## src/design/gl1sd_pkg.sv

```systemverilog
// Shared constants for the grouped L1-squared distance block.
`timescale 1ns / 1ps
`default_nettype none

package gl1sd_pkg;

    // Coordinates per group in one transfer.
    localparam int GROUP_SIZE = 4;

    // Entries in the queue between the arithmetic front and the accumulator.
    // It must cover the front latency plus the pop turnaround for full rate.
    localparam int QUEUE_DEPTH = 8;

endpackage

`default_nettype wire

```

## src/design/gl1sd_front.sv

```systemverilog
// Front pipeline: group L1 distance, square and saturation, with queue credits.
`timescale 1ns / 1ps
`default_nettype none

module gl1sd_front
    import gl1sd_pkg::*;
#(
    parameter int COORD_BITS = 16,
    parameter int ACC_BITS   = 48
) (
    input  wire logic                         i_clk,
    input  wire logic                         i_rst_n,
    input  wire logic                         i_valid,
    output logic                              o_ready,
    input  wire logic signed [COORD_BITS-1:0] i_first  [GROUP_SIZE],
    input  wire logic signed [COORD_BITS-1:0] i_second [GROUP_SIZE],
    input  wire logic        [ACC_BITS-1:0]   i_bound,
    input  wire logic                         i_last,
    input  wire logic                         i_pop,
    output logic                              o_push,
    output logic             [ACC_BITS-1:0]   o_sq,
    output logic             [ACC_BITS-1:0]   o_bound,
    output logic                              o_last
);

    localparam int MAG_BITS = COORD_BITS + 1;
    localparam int SUM_BITS = MAG_BITS + 2;
    localparam int MUL_BITS = (SUM_BITS < 32) ? SUM_BITS : 32;
    localparam int PRD_BITS = 2 * MUL_BITS;
    localparam int CMP_BITS = (PRD_BITS > ACC_BITS) ? PRD_BITS : ACC_BITS;
    localparam int CRD_BITS = $clog2(QUEUE_DEPTH + 1);

    logic [CRD_BITS-1:0] r_credit;
    logic [CRD_BITS-1:0] n_credit;
    logic                accept;

    logic                r_s1_valid;
    logic [SUM_BITS-1:0] r_s1_sum;
    logic [ACC_BITS-1:0] r_s1_bound;
    logic                r_s1_last;
    logic [SUM_BITS-1:0] n_s1_sum;

    logic                r_s2_valid;
    logic [PRD_BITS-1:0] r_s2_prod;
    logic                r_s2_big;
    logic [ACC_BITS-1:0] r_s2_bound;
    logic                r_s2_last;

    logic [CMP_BITS-1:0] prod_ext;
    logic                prod_over;

    // One credit per free queue slot; an item in the pipeline holds one.
    assign o_ready = (r_credit != '0);
    assign accept  = i_valid && o_ready;

    always_comb begin
        n_credit = r_credit;
        if (accept) begin
            n_credit = n_credit - CRD_BITS'(1);
        end
        if (i_pop) begin
            n_credit = n_credit + CRD_BITS'(1);
        end
    end

    always_comb begin
        logic signed [MAG_BITS-1:0] diff;
        logic        [MAG_BITS-1:0] mag;
        n_s1_sum = '0;
        for (int i = 0; i < GROUP_SIZE; i++) begin
            diff = MAG_BITS'(i_first[i]) - MAG_BITS'(i_second[i]);
            mag  = diff[MAG_BITS-1] ? MAG_BITS'(-diff) : MAG_BITS'(diff);
            n_s1_sum = n_s1_sum + SUM_BITS'(mag);
        end
    end

    assign prod_ext  = CMP_BITS'(r_s2_prod);
    assign prod_over = (prod_ext >> ACC_BITS) != '0;

    always_ff @(posedge i_clk) begin
        if (!i_rst_n) begin
            r_credit   <= CRD_BITS'(QUEUE_DEPTH);
            r_s1_valid <= 1'b0;
            r_s2_valid <= 1'b0;
            o_push     <= 1'b0;
        end else begin
            r_credit   <= n_credit;
            r_s1_valid <= accept;
            r_s2_valid <= r_s1_valid;
            o_push     <= r_s2_valid;
        end
        r_s1_sum   <= n_s1_sum;
        r_s1_bound <= i_bound;
        r_s1_last  <= i_last;

        r_s2_prod  <= PRD_BITS'(r_s1_sum[MUL_BITS-1:0]) * PRD_BITS'(r_s1_sum[MUL_BITS-1:0]);
        r_s2_big   <= (r_s1_sum >> 32) != '0;
        r_s2_bound <= r_s1_bound;
        r_s2_last  <= r_s1_last;

        o_sq       <= (r_s2_big || prod_over) ? '1 : prod_ext[ACC_BITS-1:0];
        o_bound    <= r_s2_bound;
        o_last     <= r_s2_last;
    end

endmodule

`default_nettype wire

```

## src/design/gl1sd_queue.sv

```systemverilog
// Small register queue between the front pipeline and the accumulator.
`timescale 1ns / 1ps
`default_nettype none

module gl1sd_queue
    import gl1sd_pkg::*;
#(
    parameter int WIDTH = 97
) (
    input  wire logic             i_clk,
    input  wire logic             i_rst_n,
    input  wire logic             i_push,
    input  wire logic [WIDTH-1:0] i_wdata,
    input  wire logic             i_pop,
    output logic                  o_empty,
    output logic      [WIDTH-1:0] o_rdata
);

    localparam int PTR_BITS = $clog2(QUEUE_DEPTH);
    localparam int CNT_BITS = $clog2(QUEUE_DEPTH + 1);

    logic [WIDTH-1:0]    r_mem [QUEUE_DEPTH];
    logic [PTR_BITS-1:0] r_wptr;
    logic [PTR_BITS-1:0] r_rptr;
    logic [CNT_BITS-1:0] r_count;
    logic [CNT_BITS-1:0] n_count;

    // Overflow cannot happen: the front only admits items it holds credit for.
    assign o_empty = (r_count == '0);
    assign o_rdata = r_mem[r_rptr];

    always_comb begin
        n_count = r_count;
        if (i_push) begin
            n_count = n_count + CNT_BITS'(1);
        end
        if (i_pop) begin
            n_count = n_count - CNT_BITS'(1);
        end
    end

    always_ff @(posedge i_clk) begin
        if (!i_rst_n) begin
            r_wptr  <= '0;
            r_rptr  <= '0;
            r_count <= '0;
        end else begin
            r_count <= n_count;
            if (i_push) begin
                r_wptr <= r_wptr + PTR_BITS'(1);
            end
            if (i_pop) begin
                r_rptr <= r_rptr + PTR_BITS'(1);
            end
        end
        if (i_push) begin
            r_mem[r_wptr] <= i_wdata;
        end
    end

endmodule

`default_nettype wire

```

## src/design/gl1sd_back.sv

```systemverilog
// Back end: saturating accumulation, early-exit test, skipping and result register.
`timescale 1ns / 1ps
`default_nettype none

module gl1sd_back #(
    parameter int ACC_BITS = 48
) (
    input  wire logic                i_clk,
    input  wire logic                i_rst_n,
    input  wire logic                i_empty,
    input  wire logic [ACC_BITS-1:0] i_sq,
    input  wire logic [ACC_BITS-1:0] i_bound,
    input  wire logic                i_last,
    output logic                     o_pop,
    output logic                     o_valid,
    input  wire logic                i_ready,
    output logic      [ACC_BITS-1:0] o_distance,
    output logic                     o_over_bound
);

    logic [ACC_BITS-1:0] r_sum;
    logic                r_skipping;
    logic [ACC_BITS:0]   raw_sum;
    logic [ACC_BITS-1:0] total;
    logic                over;
    logic                emit;

    assign o_pop   = !i_empty && (!o_valid || i_ready);
    assign raw_sum = {1'b0, r_sum} + {1'b0, i_sq};
    assign total   = raw_sum[ACC_BITS] ? '1 : raw_sum[ACC_BITS-1:0];
    assign over    = total > i_bound;
    assign emit    = !r_skipping && (over || i_last);

    always_ff @(posedge i_clk) begin
        if (!i_rst_n) begin
            r_sum      <= '0;
            r_skipping <= 1'b0;
            o_valid    <= 1'b0;
        end else begin
            if (o_pop) begin
                if (r_skipping) begin
                    r_sum      <= '0;
                    r_skipping <= !i_last;
                end else if (over) begin
                    r_sum      <= '0;
                    r_skipping <= !i_last;
                end else if (i_last) begin
                    r_sum <= '0;
                end else begin
                    r_sum <= total;
                end
            end
            if (o_pop && emit) begin
                o_valid <= 1'b1;
            end else if (i_ready) begin
                o_valid <= 1'b0;
            end
        end
        if (o_pop && emit) begin
            o_distance   <= total;
            o_over_bound <= over;
        end
    end

endmodule

`default_nettype wire

```

## src/design/grouped_l1_squared_distance.sv

```systemverilog
// Top level of the grouped L1-squared distance block with early exit.
`timescale 1ns / 1ps
`default_nettype none

// The block takes one group of four coordinate pairs per transfer and
// accumulates, per point pair, the square of each group's L1 distance into a
// saturating sum. A result is sent either when the sum strictly exceeds the
// bound carried by the group, with the over-bound flag in tuser set, or with
// the group marked by tlast. After an early exit the remaining groups of that
// pair, up to and including the one with tlast, give no result. A bound of all
// ones never triggers the exit. One group is taken in every cycle while the
// front holds queue credit; a result passes through the front's L1-sum, square
// and saturation registers and the queue into the back end's result register,
// where it is held while the output is stalled. The rate is held by the front
// pipeline (L1 sum, square, saturation) running one group per stage and by
// the accumulate-and-compare loop in the back end, whose add and compare are
// combinational; an eight-entry queue between them absorbs output stalls, and
// the input accepts whenever the front holds a free queue slot in credit.

module grouped_l1_squared_distance
    import gl1sd_pkg::*;
#(
    parameter int COORD_BITS = 16,
    parameter int ACC_BITS   = 48
) (
    input  wire logic                    i_clk,
    input  wire logic                    i_rst_n,
    input  wire logic                    i_s_axis_tvalid,
    output logic                         o_s_axis_tready,
    // From bit 0: first_x0..first_x3, second_x0..second_x3, bound, zero fill.
    input  wire logic [((2 * GROUP_SIZE * COORD_BITS + ACC_BITS + 7) / 8) * 8 - 1:0]
                                         i_s_axis_tdata,
    // last_group.
    input  wire logic                    i_s_axis_tlast,
    output logic                         o_m_axis_tvalid,
    input  wire logic                    i_m_axis_tready,
    // From bit 0: distance, zero fill.
    output logic [((ACC_BITS + 7) / 8) * 8 - 1:0] o_m_axis_tdata,
    // over_bound.
    output logic                         o_m_axis_tuser
);

    localparam int IN_FIELD_BITS = 2 * GROUP_SIZE * COORD_BITS + ACC_BITS;
    localparam int IN_DATA_BITS  = ((IN_FIELD_BITS + 7) / 8) * 8;
    localparam int OUT_DATA_BITS = ((ACC_BITS + 7) / 8) * 8;
    localparam int BOUND_LSB     = 2 * GROUP_SIZE * COORD_BITS;
    localparam int ENTRY_BITS    = 2 * ACC_BITS + 1;

    logic signed [COORD_BITS-1:0] first  [GROUP_SIZE];
    logic signed [COORD_BITS-1:0] second [GROUP_SIZE];
    logic        [ACC_BITS-1:0]   bound;

    // Front-to-queue transfer.
    logic                  push;
    logic [ACC_BITS-1:0]   push_sq;
    logic [ACC_BITS-1:0]   push_bound;
    logic                  push_last;

    // Queue-to-back transfer.
    logic                  pop;
    logic                  q_empty;
    logic [ENTRY_BITS-1:0] q_rdata;
    logic [ACC_BITS-1:0]   distance;

    // Unpack the coordinate fields; the first point's coordinates sit lowest.
    always_comb begin
        for (int i = 0; i < GROUP_SIZE; i++) begin
            first[i]  = i_s_axis_tdata[i*COORD_BITS +: COORD_BITS];
            second[i] = i_s_axis_tdata[(GROUP_SIZE+i)*COORD_BITS +: COORD_BITS];
        end
    end
    assign bound = i_s_axis_tdata[BOUND_LSB +: ACC_BITS];

    gl1sd_front #(
        .COORD_BITS (COORD_BITS),
        .ACC_BITS   (ACC_BITS)
    ) u_front (
        .i_clk    (i_clk),
        .i_rst_n  (i_rst_n),
        .i_valid  (i_s_axis_tvalid),
        .o_ready  (o_s_axis_tready),
        .i_first  (first),
        .i_second (second),
        .i_bound  (bound),
        .i_last   (i_s_axis_tlast),
        .i_pop    (pop),
        .o_push   (push),
        .o_sq     (push_sq),
        .o_bound  (push_bound),
        .o_last   (push_last)
    );

    // Queue entry layout from bit 0: squared group sum, bound, last flag.
    gl1sd_queue #(
        .WIDTH (ENTRY_BITS)
    ) u_queue (
        .i_clk   (i_clk),
        .i_rst_n (i_rst_n),
        .i_push  (push),
        .i_wdata ({push_last, push_bound, push_sq}),
        .i_pop   (pop),
        .o_empty (q_empty),
        .o_rdata (q_rdata)
    );

    gl1sd_back #(
        .ACC_BITS (ACC_BITS)
    ) u_back (
        .i_clk        (i_clk),
        .i_rst_n      (i_rst_n),
        .i_empty      (q_empty),
        .i_sq         (q_rdata[ACC_BITS-1:0]),
        .i_bound      (q_rdata[2*ACC_BITS-1:ACC_BITS]),
        .i_last       (q_rdata[2*ACC_BITS]),
        .o_pop        (pop),
        .o_valid      (o_m_axis_tvalid),
        .i_ready      (i_m_axis_tready),
        .o_distance   (distance),
        .o_over_bound (o_m_axis_tuser)
    );

    assign o_m_axis_tdata = OUT_DATA_BITS'(distance);

endmodule

`default_nettype wire
```

## config.mk

```make
export PLATFORM = sky130hd
export DESIGN_NAME = grouped_l1_squared_distance
export DESIGN_NICKNAME = d
export VERILOG_FILES = /design/src/design/gl1sd_pkg.sv /design/src/design/gl1sd_front.sv /design/src/design/gl1sd_queue.sv /design/src/design/gl1sd_back.sv /design/src/design/grouped_l1_squared_distance.sv
export SDC_FILE = /design/constraint.sdc
export NUM_CORES = 2
export LEC_CHECK = 0
export ABC_AREA = 1
export BUFFER_PORTS_ARGS = -buffer_cell sky130_fd_sc_hd__buf_2
export CORE_MARGIN = 5
export CORE_UTILIZATION = 50
export CTS_CLUSTER_SIZE = 14
export DETAILED_ROUTE_END_ITERATION = 16
export HOLD_SLACK_MARGIN = 0.1
export MAX_ROUTING_LAYER = met4
export PLACE_DENSITY = 0.79
export SETUP_SLACK_MARGIN = 0.02
export SKIP_LAST_GASP = 1
export SLEW_MARGIN = 20
export SYNTH_ARGS = -nofsm -noshare
export SYNTH_HDL_FRONTEND = slang
export SYNTH_SLANG_ARGS = --single-unit
```

## constraint.sdc

```tcl
create_clock -name i_clk -period 5.9 [get_ports i_clk]
set_clock_uncertainty 0.1 [all_clocks]
set_input_delay 0.295 -clock i_clk [delete_from_list [all_inputs] [get_ports i_clk]]
set_output_delay 0.295 -clock i_clk [all_outputs]
set_load 0.02 [all_outputs]
```

### Word-level counts from Yosys, hierarchy flattened

Memories as Yosys holds them, arrays and structs flattened. A register that Yosys moved wholly into a read port is not among the register bits.
Index checks and enable logic that the tools add are counted.

| storage, ports and cells | value |
|---|---|
| memories kept | 1 |
| output and inout bits | 51 |
| memory bits (writable) | 696 |
| logic and storage cells | 75 |
| register bits | 358 |

Memory list:

| name | words | width | read ports | clocked after Yosys merged registers in | write ports | RTL line | source |
|---|---|---|---|---|---|---|---|
| u_queue.r_mem | 8 | 87 | 1 | 1 | 1 | gl1sd_queue.sv:22 | `logic [WIDTH-1:0] r_mem [QUEUE_DEPTH];` |

| operators by class | value |
|---|---|
| magnitude comparators | 1 |
| reduce and logical (&&, ||, !) cells | 13 |
| muxes and demuxes | 20 |
| multiply operators | 1 |
| add/subtract/negate cells | 18 |

Operators with widths:

| kind | count |
|---|---|
| 2-to-1 mux 48 bit | 4 |
| 2-to-1 mux 17 bit | 4 |
| negator 17 bit | 4 |
| subtractor 16 x 16 -> 17 bit | 4 |
| adder 48 x 48 -> 49 bit | 1 |
| > comparator 48 bit | 1 |
| adder 19 x 17 -> 19 bit | 2 |
| multiplier 19 x 19 -> 38 bit | 1 |
| adder 17 x 17 -> 18 bit | 1 |
| 2-to-1 mux 4 bit | 4 |
| adder 4 x 1 -> 4 bit, second input constant | 2 |
| subtractor 4 x 1 -> 4 bit, second input constant | 2 |
| adder 3 x 1 -> 3 bit, second input constant | 2 |
| 2-to-1 mux 1 bit | 6 |
| 2-to-1 mux 3 bit | 2 |
| logical AND 1 bit | 4 |
| zero test 1 bit | 4 |
| zero test 4 bit | 1 |
| nonzero test 4 bit | 1 |
| logical OR 1 bit | 2 |
| nonzero test 2 bit | 1 |

### Logic depth before layout (Yosys ltp)

| logic depth | value |
|---|---|
| depth after elaboration | 7 |
| gate-level depth with buffers | 41 |

### Cells and area by module

From an unflattened synthesis, not the netlist that was laid out.

| unflattened totals | value |
|---|---|
| cell total of the unflattened synthesis | 6752 |
| area, all modules | 63031.7 µm² |

By module, submodules not included:

| module | area an instance (µm²) | instances | cells each |
|---|---|---|---|
| gl1sd_queue | 30335.3 | 1 | 2280 |
| gl1sd_front | 23293.6 | 1 | 3012 |
| gl1sd_back | 9402.8 | 1 | 1460 |

### Worst setup path before layout

OpenSTA, ideal clock, no wires.

| path | value |
|---|---|
| kind | register to register |
| start point | register u_front.r_s1_sum[9] |
| end point | register u_front.r_s2_prod[35] |
| required time | 5.688 ns |
| data arrival time | 5.553 ns |
| period minus slack after synthesis | 5.765 ns |
| cell stages (with the launch flop) | 27 |
| path slack | 0.135 ns |
| library setup time | 0.112 ns |
| cells stage by stage | dfxtp_1 > clkbuf_1 > clkbuf_1 > nand2_1 > fa_1 > inv_1 > fa_1 > inv_1 > fa_1 > inv_1 > fa_1 > inv_1 > fa_1 > inv_1 > fa_1 > ha_1 > nand2_1 > inv_1 > nand2_1 > nor3_1 > nand3_1 > nand3_1 > nand2_1 > o211ai_1 > nand2_1 > nand3_1 > nand2_1 |

| on the way | value |
|---|---|
| word-level cells in the longest chain between the ends | 1 |

RTL lines:

| item | RTL line | source |
|---|---|---|
| start: declaration | gl1sd_front.sv:38 | `logic [SUM_BITS-1:0] r_s1_sum;` |
| start signal: assignment | gl1sd_front.sv:92 | `r_s1_sum <= n_s1_sum;` |
| multiplier 19 x 19 -> 38 bit | gl1sd_front.sv:96 | `r_s2_prod <= PRD_BITS'(r_s1_sum[MUL_BITS-1:0]) * PRD_BITS'(r_s1_sum[MUL_BITS-1:0]);` |
| end signal: assignment | gl1sd_front.sv:96 |  |
| end: declaration | gl1sd_front.sv:44 | `logic [PRD_BITS-1:0] r_s2_prod;` |

No other way between the ends.
A chain may end at the register's enable or synchronous reset.

### Worst setup path after layout

| path | value |
|---|---|
| start point | register u_front.r_s1_sum[4] |
| end point | register u_front.r_s2_prod[36] |

The elaborated chain is that of the path after synthesis.

==> impl_metrics.py <==
metrics = {
    "run_status": {
        "status": "finished, final reports clean",
    },
    "drt": {
        "drc_errors": 0,
        "wl_per_cell_um": 19.1,
        "wirelength_mm": 160,
        "drt_iter0_markers": 4049,
        "drt_pass1_iterations": 8,
        "detailroute.via_count": 45400,
        "antenna_left": 0,
        "viasPerCell": 5.42,
    },
    "final_layout": {
        "fillCellCount": 9476,
        "final_cells": 8377,
        "final_cell_mix": "nand2_1 (1281), inv_1 (982), edfxtp_1 (737)",
        "syn_to_final_growth_pct": 15.5,
        "multi_input_area_um2": 26200,
        "final_nets": 7537,
        "postLayoutCoreUtil_pct": 58.3,
        "layout_commonest_cell": "nand2_1",
        "drive_above_1_share_pct": 12.9,
        "seq_area_um2": 28400,
    },
    "clocking": {
        "htreeDepth": 3,
        "clk_pin_slew_worst_paths_ps": 60,
        "clock_latency_ps": 690,
        "clock-sinks": 1047,
        "cts_tree": "yes",
        "numCtsBuffers": 99,
        "cts-root-buf": "clkbuf_16",
        "cts_buffer_depth": 3,
    },
    "logic_synthesis": {
        "synthCells": 6309,
        "synth_largest_area_cell": "edfxtp_1",
        "yosys-top-cells-area": "edfxtp_1 (38%), dfxtp_1 (11%), fa_1 (9.3%)",
        "syn_area_um2": 58800,
        "syn-num-nets": 7079,
        "synth_seq_cells": 1047,
        "yosysTopAreaCellShare_pct": 37.6,
        "async_flop_share_pct": 0,
        "synth_edf_count": 737,
        "yosys_most_used_dff": "edfxtp_1",
        "synth-seq-area-share_pct": 48.2,
        "yosys_warnings": 0,
        "avgSynthCellArea_um2": 9.32,
        "ys_types": 55,
    },
    "placed_design": {
        "dpl.cell_count": 8108,
        "post-place-ws_ps": -290,
        "place_hpwl_mm": 112,
        "gp_congestion": 1.01,
        "io_buffers": 231,
    },
    "timing": {
        "period_needed_ps": 5740,
        "rsz0062_at_grt": "true",
        "slew_headroom_pct": 28.3,
        "hold_violations": 0,
        "setup_violations": 0,
        "layout_setup_ws_ps": 162,
        "tightest_slew_ps": 1070,
        "fmax_ghz": 0.174,
        "whs_ps": 146,
        "drv_slew": 0,
        "fin_crit_sh_pct": 97.3,
    },
    "floorplanning": {
        "initial_core_util_pct": 50.5,
        "num_rows": 125,
        "die_area_um2": 125000,
        "ios": 232,
        "die_w_um": 353,
        "core-area_um2": 117000,
        "die_h_um": 353,
    },
    "setup_path": {
        "critPathKind": "reg2reg",
        "arrival_ps": 6240,
        "cp.required_ps": 6400,
        "r2r_cells": 21,
        "start_kind": "register",
        "cp-end-kind": "register",
        "crit_fanout": 14,
    },
    "hold_path": {
        "hp-class": "in2reg",
        "hold_path_depth": 2,
    },
    "global_route": {
        "grt_pass1_wl_mm": 246,
        "track_usage_pct": 25.5,
        "antenna_found_initial": 4,
        "grt_pass1_vias": 44800,
        "grt_max_degree": 102,
        "overflow": 0,
    },
    "flow_run": {
        "maxCapViolations": 0,
    },
}
[cell type report]
cell class | instances | area share [%]
well taps | 1524 | 2.81
clock inverters | 34 | 0.553
inverters | 1008 | 5.62
repair buffers | 558 | 6.28
diodes | 3 | 0.0111
repair inverters | 1 | 0.0129
clock buffers | 150 | 4.34
flip-flops and latches | 1047 | 41.8
multi-input cells | 4052 | 38.6
[cell usage after synthesis, types with 25 or more instances]
cell type,instances
nand2_1,1292
inv_1,982
edfxtp_1,737
nor2_1,700
o21ai_0,391
ha_1,317
dfxtp_1,310
fa_1,272
nand3_1,262
a21oi_1,228
clkbuf_1,149
xor2_1,100
o22ai_1,71
nand4_1,49
a31oi_1,44
xnor2_1,43
nand3_2,36
nor3_1,34
o221ai_1,33
a21oi_2,25
buf_1,25
[layer usage]
metal / wire (um) / part of all wire (%) / up-vias / track usage, %
li1: - / - / 21400 / -
met1: 64000 / 40 / 21700 / 32.7
met2: 77600 / 49 / 1925 / 42.2
met3: 12200 / 7.6 / 345 / 3.31
met4: 6130 / 3.8 / 0 / 9.12
met5: 0 / 0 / - / -
[state kept, by name (all words and copies together) (netlist names), 3 cells and up, named ones only]
signal	flops
u_front.r_s2_prod	37
u_front.r_s1_sum	19
u_front.r_s1_bound	48
u_front.r_credit	4
u_queue.r_rptr	3
u_front.o_bound	48
u_queue.r_count	4
u_front.r_s2_bound	48
u_back.r_sum	48
u_queue.r_wptr	3
u_front.o_sq	37
u_back.o_distance	48
u_queue.r_mem	688
[critical path, cell delays in order, from the launching register on]
cell,delay (ps)
dfxtp_2,410
buf_6,200
nand2_1,110
fa_1,560
inv_1,50
fa_1,470
fa_1,490
fa_1,490
inv_1,50
fa_1,520
inv_1,50
fa_1,470
ha_1,350
buf_4,170
nand2_1,190
inv_1,80
a21oi_2,180
o21bai_1,100
nand2_1,60
nand3_1,180
a31oi_1,240
xor2_1,150
[final timing paths]
| path | from | to | slack, ps |
|---|---|---|---|
| max | u_front.r_s1_sum[4] | u_front.r_s2_prod[36] | 160 |
| min | i_s_axis_tdata[130] | u_front.r_s1_bound[2] | 150 |
| max reg2reg | u_front.r_s1_sum[4] | u_front.r_s2_prod[36] | 160 |
| min reg2reg | u_front.r_s2_bound[6] | u_front.o_bound[6] | 220 |
[cells by family after synthesis]
| kind of cell | synth area share (%) |
|---|---|
| xor gates and xnor gates | 2.21 |
| DFF | 48.2 |
| adders and majority gates | 16.0 |
| muxes | 0.0191 |
| buffers and inverters | 7.87 |
| and+or+nand+nor | 17.4 |
| AOI/OAI and AO/OA | 8.28 |
[timing repair]
action,in CTS,in global routing
endpoints found under the hold margin,69,0
hold buffers,52,0
gates resized for setup,13,84
setup buffers,2,22
pin swaps,0,18
cloned,1,5
setup endpoints to repair,54,118
[metrics by stage]
stage / instance area, um^2 / setup TNS, ps
3_3_place_gp: 63300 / -13360
4_1_cts: 67200 / 0
2_1_floorplan: 58800 / 0
3_5_place_dp: 63300 / -13970
5_1_grt: 67900 / -1000
6_report: 67900 / 0
Power is not shown: default switching activity piles up to over one toggle a cycle in this logic, so the estimate is an artifact.
